`src/hdl/aqac_pkg.sv`:
```
// Shared types and constants for the air-quality alarm controller.
package aqac_pkg;

  typedef enum logic [1:0] {
    MD_AUTO,
    MD_MANUAL,
    MD_THRESH
  } mode_t;

  typedef enum logic [2:0] {
    CMD_SAMPLE,
    CMD_TICK,
    CMD_MODE_KEY,
    CMD_SELECT_KEY,
    CMD_PLUS_KEY,
    CMD_MINUS_KEY
  } cmd_t;

  localparam logic [1:0] DEV_FAN    = 2'd0;
  localparam logic [1:0] DEV_BUZZER = 2'd1;
  localparam logic [1:0] DEV_LIGHT  = 2'd2;

  localparam logic [2:0] LIM_PM25  = 3'd0;
  localparam logic [2:0] LIM_TEMP  = 3'd1;
  localparam logic [2:0] LIM_HUM   = 3'd2;
  localparam logic [2:0] LIM_SMOKE = 3'd3;
  localparam logic [2:0] LIM_CO    = 3'd4;
  localparam int         LIM_COUNT = 5;

  localparam logic [1:0] CFG_HAS_TEMP_HUMIDITY = 2'd0;
  localparam logic [1:0] CFG_HAS_SMOKE         = 2'd1;
  localparam logic [1:0] CFG_HAS_CO            = 2'd2;

  localparam logic [15:0]       PM25_LIMIT_RST  = 16'd100;
  localparam logic signed [7:0] TEMP_LIMIT_RST  = 8'sd35;
  localparam logic [7:0]        HUM_LIMIT_RST   = 8'd80;
  localparam logic [15:0]       SMOKE_LIMIT_RST = 16'd500;
  localparam logic [15:0]       CO_LIMIT_RST    = 16'd50;

  localparam logic [15:0]       PM25_STEP  = 16'd10;
  localparam logic signed [7:0] TEMP_STEP  = 8'sd1;
  localparam logic [7:0]        HUM_STEP   = 8'd5;
  localparam logic [15:0]       SMOKE_STEP = 16'd50;
  localparam logic [15:0]       CO_STEP    = 16'd5;
  localparam logic signed [7:0] TEMP_LIMIT_FLOOR = -8'sd40;

  localparam int IN_DATA_W  = 64;
  localparam int IN_USER_W  = 3;
  localparam int OUT_DATA_W = 32;

  typedef struct packed {
    logic [2:0]        command;
    logic [15:0]       co;
    logic [15:0]       smoke;
    logic [7:0]        humidity;
    logic signed [7:0] temp;
    logic [15:0]       pm25;
  } in_item_t;

  // Packs into the output tdata, fan in bit 0.
  typedef struct packed {
    logic [2:0]         pad;
    logic               telemetry_request;
    logic signed [16:0] limit_value;
    logic [2:0]         limit_selected;
    logic [1:0]         device_selected;
    logic [1:0]         mode_now;
    logic               alarm_hit;
    logic               lamp_on;
    logic               buzz_on;
    logic               fan_on;
  } result_t;

  typedef struct packed {
    logic       valid;
    logic [1:0] index;
    logic       data;
  } cfg_wr_t;

endpackage

```
`src/hdl/air_quality_alarm_controller.sv`:
```
// Top level: input stage, controller core and output register.
// An event is registered in the input stage, the core computes its result, and the output
// register holds that result valid on the output port until it is taken.
// Throughput: one event per cycle while the output is not stalled; the input and
// output registers let a new event enter while a finished result waits to be taken.
// Reset (rst, synchronous, active high) restores default limits, auto mode,
// all devices off, stored readings zero and all sensors marked fitted.
module air_quality_alarm_controller
  import aqac_pkg::*;
(
  input  logic                  clk,
  input  logic                  rst,
  input  logic                  s_axis_tvalid,
  output logic                  s_axis_tready,
  // pm25[15:0], temp[23:16], humidity[31:24], smoke[47:32], co[63:48]
  input  logic [IN_DATA_W-1:0]  s_axis_tdata,
  // command[2:0]
  input  logic [IN_USER_W-1:0]  s_axis_tuser,
  output logic                  m_axis_tvalid,
  input  logic                  m_axis_tready,
  // fan[0], buzzer[1], light[2], alarm[3], mode[5:4], device[7:6],
  // limit_selected[10:8], limit_value[27:11], telemetry_request[28], zero[31:29]
  output logic [OUT_DATA_W-1:0] m_axis_tdata,
  input  logic                  cfg_valid,
  output logic                  cfg_ready,
  input  logic [1:0]            cfg_index,
  input  logic                  cfg_data
);

  logic     item_valid;
  logic     advance;
  in_item_t item;
  result_t  result;
  result_t  out_data;
  logic     out_valid;
  cfg_wr_t  cfg;

  assign cfg_ready = 1'b1;
  assign cfg       = {cfg_valid, cfg_index, cfg_data};

  assign advance = item_valid && (!out_valid || m_axis_tready);

  aqac_in_stage u_in_stage (
    .clk           (clk),
    .rst           (rst),
    .s_axis_tvalid (s_axis_tvalid),
    .s_axis_tready (s_axis_tready),
    .s_axis_tdata  (s_axis_tdata),
    .s_axis_tuser  (s_axis_tuser),
    .take          (advance),
    .item_valid    (item_valid),
    .item          (item)
  );

  aqac_core u_core (
    .clk    (clk),
    .rst    (rst),
    .cfg    (cfg),
    .step   (advance),
    .item   (item),
    .result (result)
  );

  always_ff @(posedge clk) begin
    if (rst) begin
      out_valid <= 1'b0;
    end else if (advance) begin
      out_valid <= 1'b1;
    end else if (m_axis_tready) begin
      out_valid <= 1'b0;
    end
  end

  always_ff @(posedge clk) begin
    if (advance) begin
      out_data <= result;
    end
  end

  assign m_axis_tvalid = out_valid;
  assign m_axis_tdata  = out_data;

  a_sample_tele: assert property (@(posedge clk) disable iff (rst)
    advance && item.command == CMD_SAMPLE |=> m_axis_tvalid && out_data.telemetry_request)
    else $error("sample event did not raise telemetry request");

  a_tick_outputs: assert property (@(posedge clk) disable iff (rst)
    advance && item.command == CMD_TICK |=>
      out_data.mode_now != MD_AUTO ||
      (out_data.fan_on == out_data.alarm_hit && out_data.buzz_on == out_data.alarm_hit &&
       out_data.lamp_on == out_data.alarm_hit))
    else $error("auto tick left devices out of step with alarm");

  a_ready_when_empty: assert property (@(posedge clk) disable iff (rst)
    !item_valid |-> s_axis_tready)
    else $error("input stalled while input stage empty");

  a_no_result_loss: assert property (@(posedge clk) disable iff (rst)
    m_axis_tvalid && !m_axis_tready |-> !advance)
    else $error("result overwritten while stalled");

endmodule

```
`src/hdl/aqac_in_stage.sv`:
```
// Input register stage: holds one accepted event until the core takes it.
module aqac_in_stage
  import aqac_pkg::*;
(
  input  logic                 clk,
  input  logic                 rst,
  input  logic                 s_axis_tvalid,
  output logic                 s_axis_tready,
  input  logic [IN_DATA_W-1:0] s_axis_tdata,
  input  logic [IN_USER_W-1:0] s_axis_tuser,
  input  logic                 take,
  output logic                 item_valid,
  output in_item_t             item
);

  logic     full;
  in_item_t data;

  assign s_axis_tready = !full || take;
  assign item_valid    = full;
  assign item          = data;

  always_ff @(posedge clk) begin
    if (rst) begin
      full <= 1'b0;
    end else if (s_axis_tready) begin
      full <= s_axis_tvalid;
    end
  end

  always_ff @(posedge clk) begin
    if (s_axis_tvalid && s_axis_tready) begin
      data.command  <= s_axis_tuser;
      data.pm25     <= s_axis_tdata[15:0];
      data.temp     <= s_axis_tdata[23:16];
      data.humidity <= s_axis_tdata[31:24];
      data.smoke    <= s_axis_tdata[47:32];
      data.co       <= s_axis_tdata[63:48];
    end
  end

endmodule

```
`src/hdl/aqac_core.sv`:
```
// Controller state, sensor-fit registers and the per-event update logic.
module aqac_core
  import aqac_pkg::*;
(
  input  logic     clk,
  input  logic     rst,
  input  cfg_wr_t  cfg,
  input  logic     step,
  input  in_item_t item,
  output result_t  result
);

  logic has_th, has_smoke, has_co;

  mode_t             mode, mode_next;
  logic [1:0]        dev_sel, dev_sel_next;
  logic [2:0]        lim_sel, lim_sel_next;
  logic [15:0]       pm25_limit, pm25_limit_next;
  logic signed [7:0] temp_limit, temp_limit_next;
  logic [7:0]        hum_limit, hum_limit_next;
  logic [15:0]       smoke_limit, smoke_limit_next;
  logic [15:0]       co_limit, co_limit_next;
  logic [15:0]       pm25_val, pm25_val_next;
  logic signed [7:0] temp_val, temp_val_next;
  logic [7:0]        hum_val, hum_val_next;
  logic [15:0]       smoke_val, smoke_val_next;
  logic [15:0]       co_val, co_val_next;
  logic              fan, fan_next;
  logic              buzzer, buzzer_next;
  logic              light, light_next;
  logic              alarm, alarm_next;
  logic              over;

  function automatic logic limit_avail(input logic [2:0] idx, input logic th,
                                       input logic sm, input logic c);
    logic a;
    case (idx)
      LIM_PM25:          a = 1'b1;
      LIM_TEMP, LIM_HUM: a = th;
      LIM_SMOKE:         a = sm;
      LIM_CO:            a = c;
      default:           a = 1'b0;
    endcase
    return a;
  endfunction

  // Walk forward through the limit list to the next fitted sensor.
  function automatic logic [2:0] next_limit(input logic [2:0] cur, input logic th,
                                            input logic sm, input logic c);
    logic [2:0] n;
    logic       found;
    n     = cur;
    found = 1'b0;
    for (int k = 0; k < LIM_COUNT; k++) begin
      if (!found) begin
        n     = (n >= LIM_CO) ? LIM_PM25 : n + 3'd1;
        found = limit_avail(n, th, sm, c);
      end
    end
    return found ? n : LIM_PM25;
  endfunction

  always_ff @(posedge clk) begin
    if (rst) begin
      has_th    <= 1'b1;
      has_smoke <= 1'b1;
      has_co    <= 1'b1;
    end else if (cfg.valid) begin
      case (cfg.index)
        CFG_HAS_TEMP_HUMIDITY: has_th    <= cfg.data;
        CFG_HAS_SMOKE:         has_smoke <= cfg.data;
        CFG_HAS_CO:            has_co    <= cfg.data;
        default: ;
      endcase
    end
  end

  assign over = (pm25_val > pm25_limit)
              || (has_th && (temp_val > temp_limit))
              || (has_th && (hum_val > hum_limit))
              || (has_smoke && (smoke_val > smoke_limit))
              || (has_co && (co_val > co_limit));

  always_comb begin
    mode_next        = mode;
    dev_sel_next     = dev_sel;
    lim_sel_next     = lim_sel;
    pm25_limit_next  = pm25_limit;
    temp_limit_next  = temp_limit;
    hum_limit_next   = hum_limit;
    smoke_limit_next = smoke_limit;
    co_limit_next    = co_limit;
    pm25_val_next    = pm25_val;
    temp_val_next    = temp_val;
    hum_val_next     = hum_val;
    smoke_val_next   = smoke_val;
    co_val_next      = co_val;
    fan_next         = fan;
    buzzer_next      = buzzer;
    light_next       = light;
    alarm_next       = alarm;
    if (step) begin
      case (item.command)
        CMD_SAMPLE: begin
          pm25_val_next = item.pm25;
          if (has_th) begin
            temp_val_next = item.temp;
            hum_val_next  = item.humidity;
          end
          if (has_smoke) smoke_val_next = item.smoke;
          if (has_co) co_val_next = item.co;
        end
        CMD_TICK: begin
          if (mode == MD_AUTO) begin
            alarm_next  = over;
            fan_next    = over;
            buzzer_next = over;
            light_next  = over;
          end
        end
        CMD_MODE_KEY: begin
          case (mode)
            MD_AUTO: begin
              mode_next    = MD_MANUAL;
              dev_sel_next = DEV_FAN;
            end
            MD_MANUAL: begin
              mode_next    = MD_THRESH;
              lim_sel_next = LIM_PM25;
            end
            default: mode_next = MD_AUTO;
          endcase
        end
        CMD_SELECT_KEY: begin
          if (mode == MD_MANUAL) begin
            dev_sel_next = (dev_sel >= DEV_LIGHT) ? DEV_FAN : dev_sel + 2'd1;
          end else if (mode == MD_THRESH) begin
            lim_sel_next = next_limit(lim_sel, has_th, has_smoke, has_co);
          end
        end
        CMD_PLUS_KEY: begin
          if (mode == MD_MANUAL) begin
            case (dev_sel)
              DEV_FAN:    fan_next    = 1'b1;
              DEV_BUZZER: buzzer_next = 1'b1;
              DEV_LIGHT:  light_next  = 1'b1;
              default: ;
            endcase
          end else if (mode == MD_THRESH) begin
            // all increments wrap within the limit width
            case (lim_sel)
              LIM_PM25:  pm25_limit_next  = pm25_limit + PM25_STEP;
              LIM_TEMP:  temp_limit_next  = temp_limit + TEMP_STEP;
              LIM_HUM:   hum_limit_next   = hum_limit + HUM_STEP;
              LIM_SMOKE: smoke_limit_next = smoke_limit + SMOKE_STEP;
              LIM_CO:    co_limit_next    = co_limit + CO_STEP;
              default: ;
            endcase
          end
        end
        CMD_MINUS_KEY: begin
          if (mode == MD_MANUAL) begin
            case (dev_sel)
              DEV_FAN:    fan_next    = 1'b0;
              DEV_BUZZER: buzzer_next = 1'b0;
              DEV_LIGHT:  light_next  = 1'b0;
              default: ;
            endcase
          end else if (mode == MD_THRESH) begin
            case (lim_sel)
              LIM_PM25:
                if (pm25_limit >= PM25_STEP) pm25_limit_next = pm25_limit - PM25_STEP;
              LIM_TEMP:
                if (temp_limit > TEMP_LIMIT_FLOOR) temp_limit_next = temp_limit - TEMP_STEP;
              LIM_HUM:
                if (hum_limit >= HUM_STEP) hum_limit_next = hum_limit - HUM_STEP;
              LIM_SMOKE:
                if (smoke_limit >= SMOKE_STEP) smoke_limit_next = smoke_limit - SMOKE_STEP;
              LIM_CO:
                if (co_limit >= CO_STEP) co_limit_next = co_limit - CO_STEP;
              default: ;
            endcase
          end
        end
        default: ;
      endcase
    end
  end

  always_ff @(posedge clk) begin
    if (rst) begin
      mode        <= MD_AUTO;
      dev_sel     <= DEV_FAN;
      lim_sel     <= LIM_PM25;
      pm25_limit  <= PM25_LIMIT_RST;
      temp_limit  <= TEMP_LIMIT_RST;
      hum_limit   <= HUM_LIMIT_RST;
      smoke_limit <= SMOKE_LIMIT_RST;
      co_limit    <= CO_LIMIT_RST;
      pm25_val    <= '0;
      temp_val    <= '0;
      hum_val     <= '0;
      smoke_val   <= '0;
      co_val      <= '0;
      fan         <= 1'b0;
      buzzer      <= 1'b0;
      light       <= 1'b0;
      alarm       <= 1'b0;
    end else begin
      mode        <= mode_next;
      dev_sel     <= dev_sel_next;
      lim_sel     <= lim_sel_next;
      pm25_limit  <= pm25_limit_next;
      temp_limit  <= temp_limit_next;
      hum_limit   <= hum_limit_next;
      smoke_limit <= smoke_limit_next;
      co_limit    <= co_limit_next;
      pm25_val    <= pm25_val_next;
      temp_val    <= temp_val_next;
      hum_val     <= hum_val_next;
      smoke_val   <= smoke_val_next;
      co_val      <= co_val_next;
      fan         <= fan_next;
      buzzer      <= buzzer_next;
      light       <= light_next;
      alarm       <= alarm_next;
    end
  end

  // Result reflects the state after this event.
  always_comb begin
    result                   = '0;
    result.fan_on            = fan_next;
    result.buzz_on           = buzzer_next;
    result.lamp_on           = light_next;
    result.alarm_hit         = alarm_next;
    result.mode_now          = mode_next;
    result.device_selected   = dev_sel_next;
    result.limit_selected    = lim_sel_next;
    result.telemetry_request = (item.command == CMD_SAMPLE);
    case (lim_sel_next)
      LIM_PM25:  result.limit_value = {1'b0, pm25_limit_next};
      LIM_TEMP:  result.limit_value = {{9{temp_limit_next[7]}}, temp_limit_next};
      LIM_HUM:   result.limit_value = {9'd0, hum_limit_next};
      LIM_SMOKE: result.limit_value = {1'b0, smoke_limit_next};
      LIM_CO:    result.limit_value = {1'b0, co_limit_next};
      default:   result.limit_value = '0;
    endcase
  end

endmodule

```
`config.mk`:
```
export PLATFORM = sky130hd
export DESIGN_NAME = air_quality_alarm_controller
export DESIGN_NICKNAME = d
export VERILOG_FILES = /design/src/hdl/aqac_pkg.sv /design/src/hdl/air_quality_alarm_controller.sv /design/src/hdl/aqac_in_stage.sv /design/src/hdl/aqac_core.sv
export SDC_FILE = /design/constraint.sdc
export NUM_CORES = 1
export LEC_CHECK = 0
export ABC_AREA = 1
export BUFFER_PORTS_ARGS = -buffer_cell sky130_fd_sc_hd__buf_2
export CAP_MARGIN = 20
export CORE_MARGIN = 2
export CORE_UTILIZATION = 50
export DETAILED_ROUTE_END_ITERATION = 16
export PLACE_DENSITY = 0.65
export SLEW_MARGIN = 0
export SYNTH_ARGS = -nofsm -noshare
export SYNTH_HDL_FRONTEND = slang
export SYNTH_HIERARCHICAL = 1
export SYNTH_SLANG_ARGS = --single-unit
export TNS_END_PERCENT = 50
```
`constraint.sdc`:
```
create_clock -name clk -period 8.9 [get_ports clk]
set_clock_uncertainty 0.2 [all_clocks]
set_input_delay 1.78 -clock clk [delete_from_list [all_inputs] [get_ports clk]]
set_output_delay 1.78 -clock clk [all_outputs]
set_load 0.03 [all_outputs]
```
After elaboration in Yosys (flattened, before gate mapping)

Index checks and enable logic that the tools add are counted.

Output and inout bits: 35
Word-level logic and storage cells: 286
Input bits: 75
Bits in registers: 240

Mux-type cells: 140
Reductions and logical operators: 38
Add/subtract/negate cells: 16
$lt $le $gt $ge: 16
Eq/ne operators: 39

Operators by type and width:

| operator              | number |
|---|---|
| $mux 16               | 24 |
| $mux 8                | 16 |
| $pmux 16 s2           | 3 |
| $mux 3                | 30 |
| $pmux 17 s5           | 1 |
| $eq 3x2->1 const B    | 16 |
| $gt 16x16->1          | 3 |
| $mux 1                | 47 |
| $pmux 8 s2            | 2 |
| $eq 3x3->1 const B    | 9 |
| $eq 3x1->1 const B    | 8 |
| $logic_not 3->1       | 8 |
| $pmux 1 s4            | 5 |
| $add 16x3->16 const B | 1 |
| $add 16x4->16 const B | 1 |
| $add 16x6->16 const B | 1 |
| $ge 16x3->1 const B   | 1 |
| $ge 16x4->1 const B   | 1 |
| $ge 16x6->1 const B   | 1 |
| $gt 8x8->1            | 2 |
| $sub 16x3->16 const B | 1 |
| $sub 16x4->16 const B | 1 |
| $sub 16x6->16 const B | 1 |
| $add 3x1->3 const B   | 5 |
| 23 further kinds      | 61 |

Longest topological paths before layout

Word-level depth: 46
Gate-level depth with buffers: 44
Depth with buffers taken out: 43

Hierarchy

Netlist, hierarchy kept.

By module, submodules not included:

| module                       | instances | cells each | sequential area each (µm²) | area each (µm²) |
|---|---|---|---|---|
| aqac_core                    | 1         | 1826       | 2802.7                     | 11428.5 |
| aqac_in_stage                | 1         | 73         | 2031.9                     | 2059.5 |
| air_quality_alarm_controller | 1         | 40         | 980.9                      | 1019.7 |

Least setup slack after synthesis

No wires, ideal clock.

Path kind: input to register
From: input m_axis_tready
To: register u_in_stage.data (netlist bit u_in_stage/item[0]), enable pin
Arrival: 6845 ps
Setup time: 514 ps
Stages: 4
Slack: 1341 ps
Data required time: 8186 ps
Buffers on the path: 0
Cell sequence: inv_2 -> a21oi_1 -> inv_2 -> a21oi_1

Longest elaborated chain between the ends: 4

Ends and longest elaborated chain:

| item              | RTL line                           | RTL |
|---|---|---|
| start, declared   | air_quality_alarm_controller.sv:20 | `input logic m_axis_tready,` |
| $logic_or 1x1->1  | air_quality_alarm_controller.sv:41 | `assign advance = item_valid && (!out_valid \|\| m_axis_tready);` |
| $logic_and 1x1->1 | air_quality_alarm_controller.sv:41 |  |
| via advance       | air_quality_alarm_controller.sv:31 | `logic advance;` |
| $logic_or 1x1->1  | aqac_in_stage.sv:19                | `assign s_axis_tready = !full \|\| take;` |
| $logic_and 1x1->1 | aqac_in_stage.sv:32                | `if (s_axis_tvalid && s_axis_tready) begin` |
| end, declared     | aqac_in_stage.sv:17                | `in_item_t data;` |

The timed path passes the listed nets, and every way through them passes these cells.
A chain may end at the register's enable or synchronous reset.

==> metrics <==
status=finished, final reports clean; GRT Total Usage=26.1%; Initial Util=50.7%; dpl cell area=15300 sq um; VDD IR max=0.000176 V; global placement routability congestion=0.939; Via Count=13.3k; GR Util met2=41.9%; diode count=0; Root Buffer=clkbuf_16; CP required=8990 ps; postcts setup bufs=0; Core Region=28600 sq um; PD cells=166 nW/um^2; vias in the first global route=12.3k; Area Growth Syn to Fin=12.3%; fraction of the yosys area taken by sequential cells=40.1%; clock-pin slew on the worst setup and hold paths=60 ps; Crit. End Element=flip-flop; first-pass GRT wire length=64.2 mm; cells after synthesis=1939; Yosys top cell by area=edfxtp_1; Post-Syn Area per Cell=7.48 sq um; CTS tree=yes; asr flop ratio synth=0%; layout cells sized above 1=11.1%; Final Hold Vio Count=0; GRT busiest layer=met2; Lkg Pwr=6.93 nW; crit-path max FO=16; DIE HEIGHT=174 um; DR WL/cell=16.5 um; met3 usage=3.06%; Crit path largest cell delay=550 ps; Critical Path Most Common Cell=nand2_1; DRT Pass-1 Iters=5; total of max-cap violations=0; measured slew at the worst slew-check pin=944 ps; ys flop type=dfxtp_1; initial antenna violation count=0; startpoint types=flip-flop; slowest CP cell=a21oi_2; Commonest cells post-synth=nand2_1 (355), inv_1 (233), nor2_1 (200), nand3_1 (179), a21oi_1 (171); Synth cell types=59; Detailed Place HPWL=28.8 mm; die footprint=30400 sq um; via/cell ratio=5.50; pre-CTS WS=2540 ps; Cell Area, Synth=14500 sq um; Final nets=2186; buffer and inverter count on the worst path=8; Synth top area share=20.5%; clk_lat worst skew=550 ps; Tcrit/Tclk final=73.1%; CTS H-tree lvls=1; top-count cell post-synth=nand2_1; worst hold slack=253 ps; TritonCTS Buffers=28; final WL=40.0 mm; IO Count=110; final setup violation count=0; CTS Buffer Depth=3; Final WS setup=2390 ps; area occupied by multi-input gates=7410 sq um; pin count of the biggest net entering global routing=74; Register Area=5820 sq um; min Tclk post-route=6510 ps; 1st-iter DRT viols=1149; routing usage on met1=37.0%; final instance area=16300 sq um; Fmax achieved=154 MHz; Post-CTS Hold Buffers=0; DRC violation count after routing=0; total negative slack=0 ps; Row Count=62; die width=174 um; number of fill cells in the layout=2660; Final Max Tran Viols=0; total gr overflow=0; cts repair resizes=0; clock sinks=241; Yosys reg bits=241; I/O Buffers=108; Hold Crit Class=reg -> reg; crit path DAT=6600 ps; antenna-violating nets left=0; RSZ-0062 raised after global routing=no; kind of critical path=reg -> reg; YS warnings=6; Util after Layout=56.9%; Slew Limit Headroom=37.1%; synth top area cells=edfxtp_1 (20%), dfxtp_1 (20%), nand2_1 (9.2%); Post-synth EDFFs=99; crit-path leading delay family=simple AND/OR/NAND/NOR gates
==> per-layer routing <==
layer  up-vias  routed length (um)
met4         0                 968
li1       6703                   -
met5         -                   0
met2       437               17900
met1      6123               18700
met3        57                2440
==> state kept, by name, indices dropped and copies added, names as in the netlist, 2 cells and up <==
register	count
m_axis_tdata	32
u_core/co_limit	16
u_core/co_val	16
u_core/dev_sel	2
u_core/hum_limit	8
u_core/hum_val	8
u_core/lim_sel	3
u_core/mode	2
u_core/pm25_limit	15
u_core/pm25_val	16
u_core/smoke_limit	15
u_core/smoke_val	16
u_core/temp_limit	8
u_core/temp_val	8
u_in_stage/item	67
==> worst reg2reg max path: cells and delay by family, from the launching register on <==
family | cells | cell delay [ps]
DFF | 1 | 410
AOI/OAI and AO/OA | 4 | 990
adders and majority gates | 6 | 1540
and+or+nand+nor | 23 | 2100
buffers and inverters | 8 | 1010
==> report_power, final <==
group          leakage (nW)  switching [mW]  internal, mW  total [mW]
Combinational          4.36           0.189        0.0779       0.267
Sequential             2.10          0.0272          1.20        1.23
Clock                 0.474           0.460         0.753        1.21
Total                  6.93           0.676          2.03        2.71
==> layout make-up <==
| type | count | share of cell area (%) |
|---|---|---|
| timing repair buffer | 124 | 4.07 |
| clock inverter | 11 | 0.998 |
| multi-input combinational | 1372 | 45.5 |
| clock buffer | 40 | 5.02 |
| tap | 384 | 2.95 |
| sequential | 241 | 35.7 |
| inverter | 251 | 5.81 |
==> through the flow <==
step / power [mW] / instances
global placement: 1.51 / 2372
global route: 2.81 / 2423
floorplan: 1.42 / 1941
detailed placement: 1.52 / 2372
finish: 2.71 / 2423
CTS: 2.73 / 2423
==> path summary, 6_finish.rpt <==
path / from / to / slack [ps] / cells after the start
setup / recovery: u_core/lim_sel[0]$_SDFF_PP0_ / m_axis_tdata[12]$_DFFE_PP_ / 2390 / 41
hold / removal: u_core/hum_val[0]$_SDFFE_PP0P_ / u_core/hum_val[0]$_SDFFE_PP0P_ / 250 / 2
setup reg to reg: u_core/lim_sel[0]$_SDFF_PP0_ / m_axis_tdata[12]$_DFFE_PP_ / 2390 / 41
hold reg to reg: u_core/hum_val[0]$_SDFFE_PP0P_ / u_core/hum_val[0]$_SDFFE_PP0P_ / 250 / 2
==> cells in the final DEF, fill, tap and decap left out, drive strengths merged, types with 2 or more instances in the layout <==
master	instances
a32o	2
o221ai	5
edfxtp	99
nor4	9
conb	4
o32ai	3
nand2	376
clkinv	13
a211oi	4
a31oi	13
o21ai	135
clkinvlp	2
o211ai	12
nand4	42
a311o	2
o2111ai	3
clkbuf	40
and2	9
a221oi	2
nand3b	3
buf	124
inv	243
a22oi	16
bufinv	4
xor2	12
o21a	3
nor2	206
or2	5
o22ai	9
nor3	32
o41ai	2
o311ai	4
dfxtp	142
ha	93
nand3	183
a21oi	175
==> cells by family after synthesis <==
| group | share of synthesized area [%] |
|---|---|
| AOI/OAI and AO/OA | 15.3 |
| xor gates and xnor gates | 0.724 |
| adders and majority gates | 8.02 |
| buffers and inverters | 9.12 |
| DFF | 40.1 |
| other | 0.0518 |
| and+or+nand+nor | 26.7 |
Power figures use the tool's default switching activity.
